===== config.mk =====
export PLATFORM = sky130hd
export DESIGN_NAME = dsp_div
export DESIGN_NICKNAME = d
export VERILOG_FILES = /design/src/rtl/dsp_pkg.sv /design/src/rtl/dsp_div.sv
export SDC_FILE = /design/constraint.sdc
export NUM_CORES = 1
export LEC_CHECK = 0
export ABC_AREA = 1
export BUFFER_PORTS_ARGS = -buffer_cell sky130_fd_sc_hd__buf_4
export CAP_MARGIN = 10
export CORE_UTILIZATION = 45
export DETAILED_ROUTE_END_ITERATION = 6
export MAX_ROUTING_LAYER = met4
export PLACE_DENSITY = 0.75
export SLEW_MARGIN = 15
export SYNTH_ARGS = -nofsm -noshare
export SYNTH_HDL_FRONTEND = slang
export SYNTH_SLANG_ARGS = --single-unit

===== constraint.sdc =====
create_clock -name clk_i -period 4.85 [get_ports clk_i]
set_input_delay 0.97 -clock clk_i [delete_from_list [all_inputs] [get_ports clk_i]]
set_output_delay 0.97 -clock clk_i [all_outputs]
set_load 0.03 [all_outputs]

===== src/rtl/dsp_pkg.sv =====
package dsp_pkg;

  localparam int unsigned DefaultDepth = 4096;

  // fall divisor 64000 = 2^9 * 125: drop nine bits, then multiply by
  // ceil(2^31 / 125), exact for every 24-bit value
  localparam logic [24:0] FallRecip  = 25'd17179870;
  localparam int unsigned RecipShift = 31;
  // cycles from divider start to a valid quotient
  localparam int unsigned DivSteps   = 2;

  // register indexes
  localparam logic [2:0] RegSpreadX  = 3'd0;
  localparam logic [2:0] RegSpreadY  = 3'd1;
  localparam logic [2:0] RegSpreadZ  = 3'd2;
  localparam logic [2:0] RegSpeedB   = 3'd3;
  localparam logic [2:0] RegSpeedS   = 3'd4;
  localparam logic [2:0] RegPeriod   = 3'd5;
  localparam logic [2:0] RegFloor    = 3'd6;

  typedef struct packed {
    logic signed [15:0] blue;
    logic signed [15:0] green;
    logic signed [15:0] red;
    logic signed [15:0] speed;
    logic signed [15:0] z;
    logic signed [15:0] y;
    logic signed [15:0] x;
  } particle_t;

  typedef enum logic [3:0] {
    StIdle,
    StRdWait,
    StRdData,
    StKillRd,
    StKillChk,
    StEmitAcc,
    StEmitMul,
    StShRd,
    StShChk,
    StFallRd,
    StFallMul,
    StFallDiv,
    StFallWait,
    StFallWr,
    StDone
  } state_e;

  function automatic logic signed [15:0] sat16(input logic signed [19:0] v);
    logic signed [15:0] r;
    if (v > 20'sd32767) r = 16'sh7fff;
    else if (v < -20'sd32768) r = 16'sh8000;
    else r = v[15:0];
    return r;
  endfunction

endpackage


===== src/rtl/dsp_div.sv =====
// divide by the fall constant: drop the low nine bits, then a reciprocal
// multiply by 1/125; quotient valid in the same cycle as done
module dsp_div (
  input  logic        clk_i,
  input  logic        rst_ni,
  input  logic        start_i,
  input  logic [32:0] dividend_i,
  output logic        done_o,
  output logic [16:0] quot_o
);

  logic [23:0] num_q, num_d;
  logic [48:0] prod_q;
  logic [1:0]  cnt_q, cnt_d;

  assign done_o = (cnt_q == 2'd1);
  assign quot_o = 17'(prod_q >> dsp_pkg::RecipShift);

  always_comb begin
    num_d = num_q;
    cnt_d = cnt_q;
    if (start_i) begin
      num_d = dividend_i[32:9];
      cnt_d = 2'(dsp_pkg::DivSteps);
    end else if (cnt_q != '0) begin
      cnt_d = cnt_q - 2'd1;
    end
  end

  always_ff @(posedge clk_i or negedge rst_ni) begin
    if (!rst_ni) begin
      cnt_q <= '0;
    end else begin
      cnt_q <= cnt_d;
    end
  end

  always_ff @(posedge clk_i) begin
    num_q  <= num_d;
    prod_q <= num_q * dsp_pkg::FallRecip;
  end

endmodule


==> flow_metrics.py, run 1 <==
metrics = {
    "timing": {
        "drv_slew": 0,
        "finalClockSkew_ns": 0.0118,
        "setup_viol": 17,
        "timing.final.crit_period_ns": 5.40,
        "tightest_slew_ns": 0.474,
        "rsz0062_at_grt": "yes",
        "fmax_mhz": 185,
        "hold_violations": 0,
        "max_slew_margin_pct": 68.1,
        "fin_ws_ns": -0.546,
        "timing.final.crit_share_pct": 111,
    },
    "setup_path": {
        "slowest_delay_ns": 0.52,
        "critPathArrivalTime_ns": 5.59,
        "critPathLaunchType": "register",
        "end_kind": "register",
        "worst_path_max_delay_cell": "fa_1",
        "worstPathMaxFanout": 4,
        "cpMostUsedCell": "inv_1",
        "cp.required_ns": 5.04,
        "crit_type": "reg -> reg",
    },
    "clock_network": {
        "cts_sinks": 43,
        "cts_root_buf": "clkbuf_16",
        "clkTransAtPathRegs_ns": 0.07,
        "cts_max_path_buffers": 2,
        "cts_max_level": 2,
        "holdBufCountCts": 0,
        "cts_buffers": 5,
        "cts_tree": "done",
        "insertion_delay_ns": 0.31,
    },
    "flow_run": {
        "max-cap-violations": 0,
    },
    "global_routing": {
        "grt_max_degree": 27,
        "gr-total-overflow": 0,
        "grt_use_total_pct": 24.5,
        "grt_pass1_wl_um": 48300,
        "antenna_found_initial": 0,
        "grt_pass1_vias": 9910,
    },
    "cells_and_area": {
        "diodes": 0,
        "layout.nets": 2011,
        "nFillCells": 2105,
        "area_growth_pct": 24.9,
        "drive_above_1_share_pct": 26.1,
    },
    "outcome": {
        "outcome": "finished with violations",
        "failed_checks": "setup timing",
    },
    "synth": {
        "yosys-top-cells-area": "fa_1, ha_1, inv_1",
        "synth_top_area_share_pct": 30.3,
        "synth_nets": 1838,
        "syn_area_um2": 11600,
        "synth.largest_area_cell": "fa_1",
        "synth.distinct_cells": 28,
        "syn_area_per_cell_um2": 8.43,
        "synth_seq_cells": 43,
        "synth_edf_count": 24,
        "async_flop_share_pct": 4.65,
        "synth.yosys.seq_area_share_pct": 9.62,
        "synth-main-ff-cell": "edfxtp_1",
        "syn_inst": 1370,
        "yosysWarningCount": 0,
    },
    "routing": {
        "route.met3.wl_um": 1470,
        "firstDrtPassIters": 5,
        "drt-met1-wl_um": 12200,
        "wire_per_inst_um": 15.6,
        "postRouteAntennaNets": 0,
        "highest_layer": "met4",
        "first_iter_violations": 406,
        "drcViolationCount": 0,
        "vias": 9272,
        "viasPerCell": 4.95,
        "wl_um": 29200,
        "route.met2.wl_um": 14500,
    },
    "placed_design": {
        "place_ws_ns": -0.574,
        "gp_congestion": 0.961,
        "place_hpwl_um": 25000,
        "io_buffers": 44,
    },
    "floorplan": {
        "die-area_um2": 26300,
        "num_rows": 58,
        "die_w_um": 162,
        "ios": 54,
        "die_h_um": 162,
        "coreArea_um2": 25200,
        "start_util_pct": 45.9,
    },
    "hold_path": {
        "min_path_type": "in -> async",
    },
}
critical path, delay by kind of cell (launching register included):
kind / cells / cell delay, ns
adders and majority gates: 8 / 3.27
buffers and inverters: 10 / 0.74
DFF: 1 / 0.43
and+or+nand+nor: 10 / 0.83
cells by family after synthesis:
logic type | after synthesis | share of synthesized area (%)
buffers and inverters | 437 | 14.2
adders and majority gates | 432 | 58.2
and+or+nand+nor | 365 | 13.7
AOI/OAI and AO/OA | 91 | 4.18
DFF | 43 | 9.62
xor gates and xnor gates | 2 | 0.152
final cells by class:
class                      count  area, µm²  share of cell area (%)
clock inverter                 2       12.5                  0.0867
inverter                     437       1650                    11.4
timing repair buffer         166       1350                    9.37
multi-input combinational    890       9760                    67.7
sequential                    43       1110                    7.70
clock buffer                   6        129                   0.893
tap                          330        413                    2.86
worst paths after layout:
path                       startpoint    endpoint  slack (ns)  cells past startpoint
max reg2reg                 num_q[20]  prod_q[45]       -0.55                     28
min                            rst_ni    cnt_q[1]        0.43                      1
max                         num_q[20]  prod_q[45]       -0.55                     28
max in group asynchronous      rst_ni    cnt_q[0]        4.34                      1
min reg2reg                  cnt_q[1]    cnt_q[1]        0.50                      2
min in group clk_i           cnt_q[1]    cnt_q[1]        0.50                      2
routing by layer:
metal,vias up,GRT usage (%)
li1,4484,-
met1,4541,29.8
met2,199,41.9
met3,48,3.06
met4,0,8.70
met5,-,-
synthesized netlist by cell type, types with 12 or more instances:
master,count
o21ai_0,27
nor2_2,14
nor2_1,68
inv_1,427
nand2_2,15
dfxtp_1,17
ha_1,257
nand2_1,205
a21oi_1,50
fa_1,175
edfxtp_1,24
nand4_1,12
nand3_1,37
sequential cells by signal (all words and copies together) (netlist names):
| name | flops |
|---|---|
| num_q | 24 |
| prod_q | 17 |
| cnt_q | 2 |
layout by cell type (no fill, tap or decap), types with 17 or more instances in the layout:
cell	Yosys	final
buf_4	0	145
a21oi_1	50	28
nor2_4	4	22
nor2_1	68	40
fa_1	175	169
inv_2	10	44
nand2_2	15	49
inv_1	427	390
dfxtp_1	17	17
ha_4	0	22
nand3_1	37	33
edfxtp_1	24	24
nand2_1	205	158
ha_1	257	231
nor2_2	14	24
buf_6	0	18
metrics by stage:
step	utilization (%)	hold slack, ns	instance area [µm²]	TNS, ns	instances
floorplan	-	0.457	11900	-3.17	1370
global placement	53.3	0.478	13400	-8.01	1847
detailed placement	53.3	0.492	13400	-8.25	1847
CTS	55.8	0.423	14000	-7.45	1866
global route	57.3	0.426	14400	-11.44	1874
finish	57.3	0.427	14400	-8.08	1874
timing repair:
item	CTS	global route
endpoints found under the setup margin	17	17
buffers inserted	12	8
resized for setup	103	93
cloned	0	0
endpoints found under the hold margin	0	0
pin swaps	75	75
Power of run 1 is left out: the tool's default activity adds up to more than one toggle a clock period on the data nets, which glitch-free logic cannot reach.
==> inputs of run 2 (changes only) <==
Settings changed: CORE_UTILIZATION 45 to 59, CTS_CLUSTER_SIZE from default to 24, PLACE_DENSITY 0.75 to 0.91.
==> run 2 against run 1 <==
Critical endpoint is now prod_q[47]. Die area is 23% lower. Maximum frequency down 6.0%. Critical path type unchanged. Hold slack worse by 0.014 ns. Via count is 12% higher. The run still ends with setup timing left. Critical path depth shrank 5. Register-to-register slack got worse by 0.35 ns. Wire length increased by 27%. Global-route usage up 14 points. Clock-buffer cell count shrank 1. Final area decreased by 2.4%. Worst setup slack lost 0.35 ns. First-iteration DRC count up 150%.
==> flow_metrics.py, run 2 (same netlist as run 1, synthesis figures left out) <==
metrics = {
    "outcome": {
        "outcome": "finished with violations",
        "failed_checks": "setup timing",
    },
    "floorplan": {
        "die_w_um": 142,
        "die_h_um": 142,
        "ios": 54,
        "start_util_pct": 60.9,
        "coreArea_um2": 19000,
        "die-area_um2": 20100,
        "num_rows": 50,
    },
    "placed_design": {
        "gp_congestion": 0.962,
        "placed_area_um2": 13300,
        "io_buffers": 44,
        "place_hpwl_um": 27600,
    },
    "setup_path": {
        "end_kind": "register",
        "critPathArrivalTime_ns": 5.94,
        "crit_start": "num_q[11]",
        "worstReg2RegStart": "num_q[11]",
        "path_cells": "buf_4, fa_1, inv_1, fa_1, inv_1, ha_1, ha_1, fa_1, fa_1, inv_1, fa_1, inv_1, ha_1, nand2_1, inv_1, o21ai_1, nand2_1, nor2_1, nand2_1, nand2_1, nand3_2, nand2_2, nand2_2",
        "worstPathMaxFanout": 4,
        "critPathLaunchType": "register",
        "cp.required_ns": 5.05,
        "slowest_delay_ns": 0.56,
        "crit_type": "reg -> reg",
        "r2r_slack_ns": -0.89,
        "worst_path_max_delay_cell": "fa_1",
    },
    "timing": {
        "drv_slew": 0,
        "tightest_slew_ns": 0.403,
        "hold_violations": 0,
        "fin_ws_ns": -0.891,
        "fin_hold_ws_ns": 0.413,
        "fmax_mhz": 174,
        "max_slew_margin_pct": 72.9,
        "setup_viol": 17,
        "timing.final.crit_period_ns": 5.74,
        "timing.final.crit_share_pct": 118,
        "rsz0062_at_grt": "yes",
        "finalClockSkew_ns": 0.0199,
        "tns_ns": -11.83,
    },
    "global_routing": {
        "gr-total-overflow": 0,
        "grt.busiest_layer": "met2",
        "grt_pass1_vias": 11300,
        "grt_use_total_pct": 38.8,
        "met3_usage_pct": 6.99,
        "grt_pass1_wl_um": 56400,
        "grt_max_degree": 27,
        "antenna_found_initial": 1,
        "grtUsageMet2_pct": 65.3,
        "use_met1_pct": 42.3,
    },
    "clock_network": {
        "clkTransAtPathRegs_ns": 0.07,
        "holdBufCountCts": 0,
        "cts_buffers": 5,
        "insertion_delay_ns": 0.33,
        "cts_root_buf": "clkbuf_16",
        "cts_sinks": 43,
        "cts_max_path_buffers": 2,
        "cts_tree": "done",
        "cts_max_level": 2,
    },
    "routing": {
        "firstDrtPassIters": 6,
        "vias": 10400,
        "wire_per_inst_um": 20.6,
        "wl_um": 37000,
        "viasPerCell": 5.79,
        "drcViolationCount": 0,
        "postRouteAntennaNets": 0,
        "first_iter_violations": 1004,
    },
    "cells_and_area": {
        "reg_top3": "num_q (24), prod_q (17), cnt_q (2)",
        "area_growth_pct": 21.9,
        "final_common_cell": "inv_1",
        "top_register": "num_q",
        "final_cell_area_um2": 14100,
        "final_core_util_pct": 74.3,
        "drive_above_1_share_pct": 23.2,
        "final_cell_mix": "inv_1, ha_1, nand2_1, fa_1, buf_4",
        "nFillCells": 1169,
        "layout.nets": 2003,
        "largest_reg_flops": 24,
    },
    "flow_run": {
        "max-cap-violations": 0,
    },
    "hold_path": {
        "min_path_type": "in -> async",
    },
}
[run 2: what timing repair did]
item	CTS	global route
resized for setup	91	47
endpoints found under the setup margin	17	17
setup buffers	10	3
pin swaps	39	23
[run 2: routing by layer]
metal	routed length (µm)	up-vias
li1	-	4472
met3	3400	306
met2	17800	690
met1	12800	4932
met4	2990	0
met5	0	-
[run 2: area by class of cell]
| type | count | area [µm²] | share of cell area [%] |
|---|---|---|---|
| Antenna cell | 1 | 2.50 | 0.0178 |
| Clock buffer | 5 | 125 | 0.889 |
| Inverter | 437 | 1640 | 11.7 |
| Sequential cell | 43 | 1110 | 7.89 |
| Tap cell | 260 | 325 | 2.31 |
| Multi-Input combinational cell | 890 | 9570 | 68.0 |
| Timing Repair Buffer | 158 | 1280 | 9.07 |
| Clock inverter | 3 | 20.0 | 0.142 |
[run 2: worst paths after layout]
kind	to	cells past startpoint
max in group asynchronous	cnt_q[1]	1
worst max-delay path	prod_q[47]	23
min in group clk_i	cnt_q[1]	2
worst max register to register	prod_q[47]	23
worst min register to register	cnt_q[1]	2
worst min-delay path	cnt_q[0]	1
[run 2: per-stage QoR]
stage,worst slack [ns],cells
after floorplan,-0.244,1370
after global placement,-0.523,1775
after detailed placement,-0.672,1775
after CTS,-0.557,1793
after global routing,-0.952,1797
final,-0.891,1797
[run 2: worst max-delay path, delay by kind of cell, from the launching register on]
family / cells / cell delay (ns)
buffers and inverters: 6 / 0.55
adders and majority gates: 8 / 3.39
DFF: 1 / 0.49
AOI/OAI and AO/OA: 1 / 0.14
and+or+nand+nor: 8 / 1.04
Power of run 2 is left out for the same reason.
